$ cat src/hdl/ifps_pkg.sv
// types, codes and constants shared by the isp flash program sequencer
`default_nettype none
package ifps_pkg;

    // words per flash page
    localparam int PAGE_WORDS = 64;
    localparam int PAGE_CNT_W = (PAGE_WORDS > 2) ? $clog2(PAGE_WORDS) : 1;

    // input modes
    localparam logic [1:0] MODE_START = 2'd0;
    localparam logic [1:0] MODE_REPLY = 2'd1;
    localparam logic [1:0] MODE_IMAGE = 2'd2;
    localparam logic [1:0] MODE_CONT  = 2'd3;

    // result status codes
    localparam logic [1:0] ST_BUSY       = 2'd0;
    localparam logic [1:0] ST_DONE       = 2'd1;
    localparam logic [1:0] ST_SIG_FAIL   = 2'd2;
    localparam logic [1:0] ST_UNEXPECTED = 2'd3;

    // frame lengths
    localparam logic [2:0] FB_NONE  = 3'd0;
    localparam logic [2:0] FB_THREE = 3'd3;
    localparam logic [2:0] FB_FOUR  = 3'd4;

    // configuration register indexes
    localparam int CFG_IDX_W = 1;
    localparam logic [CFG_IDX_W-1:0] CFG_IMAGE_LENGTH       = 1'd0;
    localparam logic [CFG_IDX_W-1:0] CFG_EXPECTED_SIGNATURE = 1'd1;
    localparam int CFG_DATA_W = 24;
    localparam logic [23:0] SIG_RESET = 24'h1E950F;

    // command opcodes
    localparam logic [7:0] OP_PROG_EN_0  = 8'hAC;
    localparam logic [7:0] OP_PROG_EN_1  = 8'h53;
    localparam logic [7:0] OP_READ_SIG   = 8'h30;
    localparam logic [7:0] OP_ERASE_0    = 8'hAC;
    localparam logic [7:0] OP_ERASE_1    = 8'h80;
    localparam logic [7:0] OP_EEPROM_WR  = 8'hC0;
    localparam logic [7:0] OP_LOAD_LOW   = 8'h40;
    localparam logic [7:0] OP_LOAD_HIGH  = 8'h48;
    localparam logic [7:0] OP_COMMIT     = 8'h4C;
    localparam logic [7:0] PAD_BYTE      = 8'hFF;

    typedef enum logic [2:0] {
        PH_IDLE,
        PH_SIG,
        PH_IMAGE,
        PH_PAD,
        PH_DONE,
        PH_FAIL
    } t_phase;

    typedef struct packed {
        logic [1:0] mode;
        logic [7:0] data;
    } t_item;

    typedef struct packed {
        logic [31:0] frame;
        logic [2:0]  frame_bytes;
        logic        wants_reply;
        logic [1:0]  status;
        logic        last;
    } t_result;

    // the one or two results that one item causes
    typedef struct packed {
        t_result first;
        t_result second;
        logic    two;
    } t_pair;

    function automatic t_result mk_result(logic [31:0] frame, logic [2:0] nbytes,
                                          logic reply, logic [1:0] status,
                                          logic last);
        t_result r;
        r.frame       = frame;
        r.frame_bytes = nbytes;
        r.wants_reply = reply;
        r.status      = status;
        r.last        = last;
        return r;
    endfunction

endpackage
`default_nettype wire

$ cat src/hdl/isp_flash_program_sequencer.sv
// top level of the isp flash program sequencer
//
//   channel   dir  handshake                    payload
//   in        in   i_in_valid / o_in_ready      i_in_item  (mode, data)
//   out       out  o_out_valid / i_out_ready    o_out_result (frame .. last)
//   cfg       in   i_cfg_we                     i_cfg_index, i_cfg_data
//
// an accepted item is held in the input register, is turned into its
// one or two results combinationally and, once the queue has room, lands
// in a two-entry result queue; the out port hands out one result per cycle
// while i_out_ready is high; an item with two results needs two transfers;
// the queue lets the next item be taken while earlier results still wait
// reset (synchronous, active low) clears the sequencer to idle, the queue to
// empty and the registers to image length zero and the default signature
// a stalled out port fills the queue and then holds off the in port
`default_nettype none
module isp_flash_program_sequencer (
    input  wire                                    i_clk,
    input  wire                                    i_rst_n,
    input  wire                                    i_in_valid,
    output logic                                   o_in_ready,
    input  ifps_pkg::t_item                        i_in_item,
    output logic                                   o_out_valid,
    input  wire                                    i_out_ready,
    output ifps_pkg::t_result                      o_out_result,
    input  wire                                    i_cfg_we,
    input  wire  [ifps_pkg::CFG_IDX_W-1:0]         i_cfg_index,
    input  wire  [ifps_pkg::CFG_DATA_W-1:0]        i_cfg_data
);
    import ifps_pkg::*;

    // configuration registers
    logic [15:0] r_image_length;
    logic [23:0] r_expected_signature;

    // input register
    logic  r_in_valid;
    t_item r_in_item;

    logic  q_space;
    logic  move;
    t_pair pair;

    // item leaves the input register when the queue has room
    assign move       = r_in_valid && q_space;
    assign o_in_ready = !r_in_valid || move;

    always_ff @(posedge i_clk) begin
        if (!i_rst_n) begin
            r_image_length       <= 16'd0;
            r_expected_signature <= SIG_RESET;
        end else if (i_cfg_we) begin
            unique case (i_cfg_index)
                CFG_IMAGE_LENGTH:       r_image_length <= i_cfg_data[15:0];
                CFG_EXPECTED_SIGNATURE: r_expected_signature <= i_cfg_data[23:0];
                default:                r_image_length <= r_image_length;
            endcase
        end
    end

    always_ff @(posedge i_clk) begin
        if (!i_rst_n) begin
            r_in_valid <= 1'b0;
        end else if (o_in_ready) begin
            r_in_valid <= i_in_valid;
        end
    end

    // payload only, no reset needed
    always_ff @(posedge i_clk) begin
        if (o_in_ready && i_in_valid) begin
            r_in_item <= i_in_item;
        end
    end

    ifps_core u_core (
        .i_clk                (i_clk),
        .i_rst_n              (i_rst_n),
        .i_fire               (move),
        .i_item               (r_in_item),
        .i_image_length       (r_image_length),
        .i_expected_signature (r_expected_signature),
        .o_pair               (pair)
    );

    ifps_out_queue u_queue (
        .i_clk    (i_clk),
        .i_rst_n  (i_rst_n),
        .i_push   (move),
        .i_pair   (pair),
        .o_space  (q_space),
        .o_valid  (o_out_valid),
        .i_ready  (i_out_ready),
        .o_result (o_out_result)
    );

endmodule
`default_nettype wire

$ cat src/hdl/ifps_core.sv
// sequencer state and the per-item result logic
`default_nettype none
module ifps_core (
    input  wire                    i_clk,
    input  wire                    i_rst_n,
    input  wire                    i_fire,
    input  ifps_pkg::t_item        i_item,
    input  wire  [15:0]            i_image_length,
    input  wire  [23:0]            i_expected_signature,
    output ifps_pkg::t_pair        o_pair
);
    import ifps_pkg::*;

    t_phase                r_phase, n_phase;
    logic [1:0]            r_sig_idx, n_sig_idx;
    logic [15:0]           r_word_addr, n_word_addr;
    logic                  r_high_next, n_high_next;
    logic [15:0]           r_bytes_taken, n_bytes_taken;
    logic [PAGE_CNT_W-1:0] r_page_word, n_page_word;

    logic [1:0]  sig_idx;
    logic [7:0]  sig_want;
    logic [15:0] bt_inc;
    logic [15:0] ld_bt;
    logic [7:0]  ld_val;
    logic [15:0] wa_inc;
    logic [15:0] page_start;
    logic        ld_full;
    logic        ld_finished;
    logic [31:0] ld_frame;
    t_result     unexp_res;

    // signature byte to compare
    always_comb begin
        sig_idx = (r_sig_idx > 2'd2) ? 2'd2 : r_sig_idx;
        unique case (sig_idx)
            2'd0:    sig_want = i_expected_signature[23:16];
            2'd1:    sig_want = i_expected_signature[15:8];
            default: sig_want = i_expected_signature[7:0];
        endcase
    end

    // page load shared by image and padding
    always_comb begin
        bt_inc      = r_bytes_taken + 16'd1;
        ld_bt       = (r_phase == PH_IMAGE) ? bt_inc : r_bytes_taken;
        ld_val      = (i_item.mode == MODE_IMAGE) ? i_item.data : PAD_BYTE;
        ld_frame    = {(r_high_next ? OP_LOAD_HIGH : OP_LOAD_LOW),
                       r_word_addr[15:8], r_word_addr[7:0], ld_val};
        wa_inc      = r_word_addr + 16'd1;
        page_start  = wa_inc - 16'(PAGE_WORDS);
        ld_full     = r_high_next && (r_page_word == PAGE_CNT_W'(PAGE_WORDS - 1));
        ld_finished = (r_phase == PH_PAD) || (ld_bt >= i_image_length);
        unexp_res   = mk_result(32'd0, FB_NONE, 1'b0, ST_UNEXPECTED, 1'b1);
    end

    always_comb begin
        n_phase       = r_phase;
        n_sig_idx     = r_sig_idx;
        n_word_addr   = r_word_addr;
        n_high_next   = r_high_next;
        n_bytes_taken = r_bytes_taken;
        n_page_word   = r_page_word;
        o_pair.first  = unexp_res;
        o_pair.second = unexp_res;
        o_pair.two    = 1'b0;

        if (i_item.mode == MODE_START) begin
            n_phase       = PH_SIG;
            n_sig_idx     = 2'd0;
            n_word_addr   = 16'd0;
            n_high_next   = 1'b0;
            n_bytes_taken = 16'd0;
            n_page_word   = '0;
            o_pair.first  = mk_result({OP_PROG_EN_0, OP_PROG_EN_1, 16'd0},
                                      FB_FOUR, 1'b0, ST_BUSY, 1'b0);
            o_pair.second = mk_result({OP_READ_SIG, 24'd0}, FB_THREE, 1'b1,
                                      ST_BUSY, 1'b1);
            o_pair.two    = 1'b1;
        end else if (i_item.mode == MODE_REPLY && r_phase == PH_SIG) begin
            if (i_item.data != sig_want) begin
                n_phase      = PH_FAIL;
                o_pair.first = mk_result(32'd0, FB_NONE, 1'b0, ST_SIG_FAIL, 1'b1);
            end else if (sig_idx < 2'd2) begin
                n_sig_idx    = sig_idx + 2'd1;
                o_pair.first = mk_result({OP_READ_SIG, 8'd0, 6'd0, sig_idx + 2'd1, 8'd0},
                                         FB_THREE, 1'b1, ST_BUSY, 1'b1);
            end else begin
                n_phase       = (i_image_length == 16'd0) ? PH_DONE : PH_IMAGE;
                o_pair.first  = mk_result({OP_ERASE_0, OP_ERASE_1, 16'd0},
                                          FB_FOUR, 1'b0, ST_BUSY, 1'b0);
                o_pair.second = mk_result({OP_EEPROM_WR, 24'd0}, FB_FOUR, 1'b0,
                                          (i_image_length == 16'd0) ? ST_DONE : ST_BUSY,
                                          1'b1);
                o_pair.two    = 1'b1;
            end
        end else if ((i_item.mode == MODE_IMAGE && r_phase == PH_IMAGE) ||
                     (i_item.mode == MODE_CONT && r_phase == PH_PAD)) begin
            n_bytes_taken = ld_bt;
            n_high_next   = !r_high_next;
            if (r_high_next) begin
                n_word_addr = wa_inc;
                n_page_word = ld_full ? '0 : r_page_word + PAGE_CNT_W'(1);
            end
            if (!ld_full) begin
                o_pair.first = mk_result(ld_frame, FB_FOUR, 1'b0, ST_BUSY, 1'b1);
                if (r_phase == PH_IMAGE && ld_bt >= i_image_length) begin
                    n_phase = PH_PAD;
                end
            end else begin
                o_pair.first  = mk_result(ld_frame, FB_FOUR, 1'b0, ST_BUSY, 1'b0);
                o_pair.second = mk_result({OP_COMMIT, page_start[15:8],
                                           page_start[7:0], 8'd0},
                                          FB_FOUR, 1'b0,
                                          ld_finished ? ST_DONE : ST_BUSY, 1'b1);
                o_pair.two    = 1'b1;
                if (ld_finished) begin
                    n_phase = PH_DONE;
                end
            end
        end
    end

    always_ff @(posedge i_clk) begin
        if (!i_rst_n) begin
            r_phase       <= PH_IDLE;
            r_sig_idx     <= 2'd0;
            r_word_addr   <= 16'd0;
            r_high_next   <= 1'b0;
            r_bytes_taken <= 16'd0;
            r_page_word   <= '0;
        end else if (i_fire) begin
            r_phase       <= n_phase;
            r_sig_idx     <= n_sig_idx;
            r_word_addr   <= n_word_addr;
            r_high_next   <= n_high_next;
            r_bytes_taken <= n_bytes_taken;
            r_page_word   <= n_page_word;
        end
    end

`ifndef NO_ASSERTIONS
    // signature index never runs past the third byte
    a_sig_idx: assert property (@(posedge i_clk) disable iff (!i_rst_n)
        r_sig_idx != 2'd3)
        else $error("signature index out of range");

    // start clears the load position
    a_high_clear_on_start: assert property (@(posedge i_clk) disable iff (!i_rst_n)
        (i_fire && i_item.mode == MODE_START) |=>
            (r_high_next == 1'b0 && r_page_word == '0 && r_word_addr == 16'd0))
        else $error("start did not clear load position");

    // entering the pad phase from the image phase only happens once the image is consumed
    a_pad_entry: assert property (@(posedge i_clk) disable iff (!i_rst_n)
        (i_fire && r_phase == PH_IMAGE && n_phase == PH_PAD) |->
            (ld_bt >= i_image_length))
        else $error("pad phase entered early");
`endif

endmodule
`default_nettype wire

$ cat src/hdl/ifps_out_queue.sv
// two-entry result queue that hands out one result per transfer
`default_nettype none
module ifps_out_queue (
    input  wire                 i_clk,
    input  wire                 i_rst_n,
    input  wire                 i_push,
    input  ifps_pkg::t_pair     i_pair,
    output logic                o_space,
    output logic                o_valid,
    input  wire                 i_ready,
    output ifps_pkg::t_result   o_result
);
    import ifps_pkg::*;

    t_pair      r_mem [2];
    logic       r_wr_ptr;
    logic       r_rd_ptr;
    logic [1:0] r_count;
    logic       r_sub;
    logic       pop;
    logic       take;

    assign o_space  = (r_count != 2'd2);
    assign o_valid  = (r_count != 2'd0);
    assign o_result = r_sub ? r_mem[r_rd_ptr].second : r_mem[r_rd_ptr].first;
    assign take     = o_valid && i_ready;
    assign pop      = take && (r_sub || !r_mem[r_rd_ptr].two);

    always_ff @(posedge i_clk) begin
        if (i_push) begin
            r_mem[r_wr_ptr] <= i_pair;
        end
    end

    always_ff @(posedge i_clk) begin
        if (!i_rst_n) begin
            r_wr_ptr <= 1'b0;
            r_rd_ptr <= 1'b0;
            r_count  <= 2'd0;
            r_sub    <= 1'b0;
        end else begin
            if (i_push) begin
                r_wr_ptr <= !r_wr_ptr;
            end
            if (pop) begin
                r_rd_ptr <= !r_rd_ptr;
                r_sub    <= 1'b0;
            end else if (take) begin
                r_sub <= 1'b1;
            end
            unique case ({i_push, pop})
                2'b10:   r_count <= r_count + 2'd1;
                2'b01:   r_count <= r_count - 2'd1;
                default: r_count <= r_count;
            endcase
        end
    end

`ifndef NO_ASSERTIONS
    // never more than two pending pairs
    a_count_max: assert property (@(posedge i_clk) disable iff (!i_rst_n)
        r_count != 2'd3)
        else $error("queue overflow");

    // no push into a full queue
    a_no_overflow: assert property (@(posedge i_clk) disable iff (!i_rst_n)
        i_push |-> o_space)
        else $error("push while full");

    // after a non-final result is taken its partner follows
    a_second_follows: assert property (@(posedge i_clk) disable iff (!i_rst_n)
        (take && !o_result.last) |=> (o_valid && r_sub))
        else $error("second result missing");
`endif

endmodule
`default_nettype wire
$ cat config.mk
export PLATFORM = sky130hd
export DESIGN_NAME = isp_flash_program_sequencer
export DESIGN_NICKNAME = d
export VERILOG_FILES = /design/src/hdl/ifps_pkg.sv /design/src/hdl/isp_flash_program_sequencer.sv /design/src/hdl/ifps_core.sv /design/src/hdl/ifps_out_queue.sv
export SDC_FILE = /design/constraint.sdc
export NUM_CORES = 1
export LEC_CHECK = 0
export BUFFER_PORTS_ARGS = -buffer_cell sky130_fd_sc_hd__buf_2
export CORE_ASPECT_RATIO = 1.2
export CORE_MARGIN = 3
export CORE_UTILIZATION = 60
export DETAILED_ROUTE_END_ITERATION = 6
export PLACE_DENSITY = 0.8
export SLEW_MARGIN = 20
export SYNTH_ARGS = -nofsm -noshare
export SYNTH_HDL_FRONTEND = slang
export SYNTH_SLANG_ARGS = --single-unit
$ cat constraint.sdc
create_clock -name i_clk -period 5.3 [get_ports i_clk]
set_input_delay 0.265 -clock i_clk [delete_from_list [all_inputs] [get_ports i_clk]]
set_output_delay 0.265 -clock i_clk [all_outputs]
set_load 0.02 [all_outputs]
==> run metrics <==
ys flop type edfxtp_1; post-synth cell types 70; max-cap violations 0; Max VDD drop 249 uV; Mean Syn Cell Area 10.7 um^2; Hold Fails Final Rpt 0; post-layout util 0.695; DR iter-0 viols 468; highest routing layer actually used met4; wire length per cell 17.6 um; arrival time worst endpoint 4190 ps; Resized Gates After CTS 0; relative slew slack 0.316; gr usage total 0.238; part of the power in the clock network 0.389; initial core utilization 0.615; Met1 Routed Length 8530 um; internal power 2.85 mW; clk sinks 211; pwr dens 334 nW/um^2; Async SR Flop Fraction 0; antenna violation net count after detailed routing 0; Max Root-Sink Buffers 3; worst skew pair latency 500 ps; WL met2 11,200 um; share of layout cells above drive strength 1 0.157; outcome finished, final reports clean; Worst Skew 9.20 ps; Initial DRT Pass Iterations 5; die width 124 um; final WL 21,600 um; H-tree depth 1; slowest cell delay on critical path 540 ps; Psw 0.925 mW; Top Family by Delay on Critical Path simple AND/OR/NAND/NOR gates; crit path launch type register; unrepaired setup endpoints after global routing false; min-delay worst type in -> reg; Die Area 18,300 um^2; Final period util 0.716; number of setup buffers added after CTS 0; hpwl dp 14,900 um; CTS tree done; fin crit period 3800 ps; switch share 0.245; gr ovfl total 0; Core Rows 51; largest net degree at the start of global routing 59; kind of critical path reg -> reg; drt drc 0; diode count 0; GPL Wtd Cong 0.907; Max FO, Critical Path 7; post-synthesis sequential area ratio 0.542; Setup TNS Final 0 ps; clock-pin transition on the worst setup and hold timing paths 60 ps; area of the mapped netlist 10,000 um^2; P_leak 4.12 nW; synthesis-to-layout area growth 13.0%; endpoints failing setup 0; IO buf count 78; Fmax achieved 0.263 GHz; I/O Pins 81; Post-Synthesis Cells 934; via count 7,196; Worst-Margin Slew 1020 ps; Slew Viols, Final 0; pre-CTS WS 1570 ps; met3 wire length 1230 um; CTS buffer count 21; Yosys warning total 0; Worst setup EP type register; first-pass GRT wire length 34,700 um; CP max-delay cell or4_1; crit path cell chain nor3b_2 -> nand3_1 -> nor3_1 -> nand3_1 -> xnor2_1 -> ha_1 -> nand4_1 -> or4_1 -> o32ai_1 -> nand4b_1 -> o311ai_2 -> o32ai_1; Critical Path RT 5700 ps; sequential power share 0.489; register bit total from synthesis 211; Hold Buf Count CTS 18; WP buf/inv 0; Die Y 147 um; Comb power frac 0.123; Core ar. 16,300 um^2; via/cell ratio 5.88; Post-synth EDFFs 120; clock root cell clkbuf_16; nets 1,058; r2r setup slk 1500 ps; Fill cells 1,201; Final WS setup 1500 ps; initial antenna violation count 0; number of global-route vias before repair 6,966
==> sequential cells by signal, summed over array words and instances, names as in the netlist, named ones only <==
register / cells
r_in_item: 10
u_queue.r_mem: 110
r_in_valid: 1
u_core.r_word_addr: 16
u_queue.r_sub: 1
u_queue.r_rd_ptr: 1
u_core.r_high_next: 1
u_core.r_page_word: 6
u_queue.r_wr_ptr: 1
u_queue.r_count: 2
u_core.r_bytes_taken: 16
u_core.r_sig_idx: 2
r_image_length: 16
u_core.r_phase: 3
r_expected_signature: 24
==> cell families after synthesis <==
family                     after synthesis  share of synthesized area
buffers and inverters                   95                     0.0400
AOI/OAI and AO/OA                      156                     0.0986
adders and majority gates               21                     0.0262
xor gates and xnor gates                51                     0.0446
and+or+nand+nor                        354                      0.175
DFF                                    211                      0.542
other                                    1                   0.000375
muxes                                   45                     0.0729
==> layout by cell type, fill, tap and decap left out, drive strengths merged, types with 7 or more instances in the layout <==
| cell | count |
|---|---|
| nor3 | 11 |
| inv | 34 |
| nand2b | 9 |
| a21oi | 63 |
| nand4 | 16 |
| nand3 | 31 |
| clkbuf | 27 |
| or3 | 15 |
| xnor2 | 37 |
| nor4 | 10 |
| dfxtp | 91 |
| and3 | 8 |
| o21ai | 37 |
| and2 | 18 |
| nor2 | 77 |
| dlygate4sd3 | 18 |
| nor2b | 9 |
| clkinv | 8 |
| buf | 83 |
| ha | 21 |
| mux2i | 20 |
| or2 | 7 |
| nand2 | 122 |
| xor2 | 14 |
| mux4 | 22 |
| edfxtp | 120 |
==> worst register-to-register path, cell delays in order (launching register included) <==
cell,delay [ps]
dfxtp_1,380
nor3b_2,450
nand3_1,220
nor3_1,360
nand3_1,150
xnor2_1,170
ha_1,320
nand4_1,120
or4_1,540
o32ai_1,370
nand4b_1,220
o311ai_2,130
o32ai_1,260
==> final timing paths <==
check | from | end | cells past startpoint
setup / recovery | u_core.r_phase[0]$_SDFFE_PN0P_ | u_core.r_phase[2]$_SDFFE_PN0P_ | 12
hold / removal | i_cfg_data[8] | r_expected_signature[8]$_SDFFE_PN1P_ | 3
setup reg to reg | u_core.r_phase[0]$_SDFFE_PN0P_ | u_core.r_phase[2]$_SDFFE_PN0P_ | 12
hold reg to reg | r_expected_signature[22]$_SDFFE_PN0P_ | r_expected_signature[22]$_SDFFE_PN0P_ | 2
==> final cells by class <==
class | count | area, um^2 | area share
clock buffers | 27 | 578 | 0.0511
clock inverters | 11 | 109 | 0.00962
inverters | 33 | 124 | 0.0110
multi-input cells | 629 | 4200 | 0.371
flip-flops and latches | 211 | 5430 | 0.480
well taps | 212 | 265 | 0.0235
repair buffers | 101 | 608 | 0.0538
==> power groups by stage <==
stage | clock [mW] | combinational [mW] | sequential (mW)
3_3_place_gp | 0 | 0.451 | 1.88
3_5_place_dp | 0 | 0.458 | 1.88
2_1_floorplan | 0 | 0.341 | 1.86
5_1_grt | 1.56 | 0.509 | 1.85
4_1_cts | 1.49 | 0.470 | 1.85
6_report | 1.47 | 0.465 | 1.85
==> cells in the mapped netlist (all sizes together), types with 3 or more instances <==
cell type / number / share of area
o21ai: 37 / 0.019
a21o: 4 / 0.0030
nand3b: 3 / 0.0022
a22o: 6 / 0.0054
nand4b: 6 / 0.0059
buf: 23 / 0.013
nand2b: 9 / 0.0056
o41ai: 3 / 0.0045
o32ai: 3 / 0.0026
nor3: 11 / 0.0060
nor3b: 5 / 0.0042
o21a: 4 / 0.0030
a31oi: 5 / 0.0031
clkbuf: 39 / 0.015
inv: 33 / 0.012
xnor2: 37 / 0.032
nor2b: 9 / 0.0056
and3: 8 / 0.0050
xor2: 14 / 0.012
nand3: 31 / 0.016
nor2: 77 / 0.030
a21oi: 63 / 0.031
a22oi: 3 / 0.0022
nand2: 122 / 0.046
edfxtp: 120 / 0.36
nor4: 10 / 0.0077
dfxtp: 91 / 0.18
mux4: 22 / 0.050
mux2i: 20 / 0.020
mux2: 3 / 0.0034
and2: 18 / 0.011
ha: 21 / 0.026
a311oi: 4 / 0.0035
or2: 7 / 0.0044
o211ai: 3 / 0.0022
a211oi: 5 / 0.0038
nand4: 16 / 0.010
or3: 15 / 0.0094
==> metrics by stage <==
stage	cells	power [mW]	hold WS (ps)	cell area (um^2)
2_1_floorplan	935	2.20	364	10000
3_3_place_gp	1168	2.33	441	10400
3_5_place_dp	1168	2.34	444	10400
4_1_cts	1224	3.80	4.01	11300
5_1_grt	1224	3.92	12.9	11300
6_report	1224	3.78	16.1	11300
==> layer usage <==
layer,vias to the layer above,track usage
met2,230,0.414
met1,3428,0.303
met5,-,0
met4,0,0.0778
li1,3486,-
met3,52,0.0356
(Power assumes the default switching activity.)
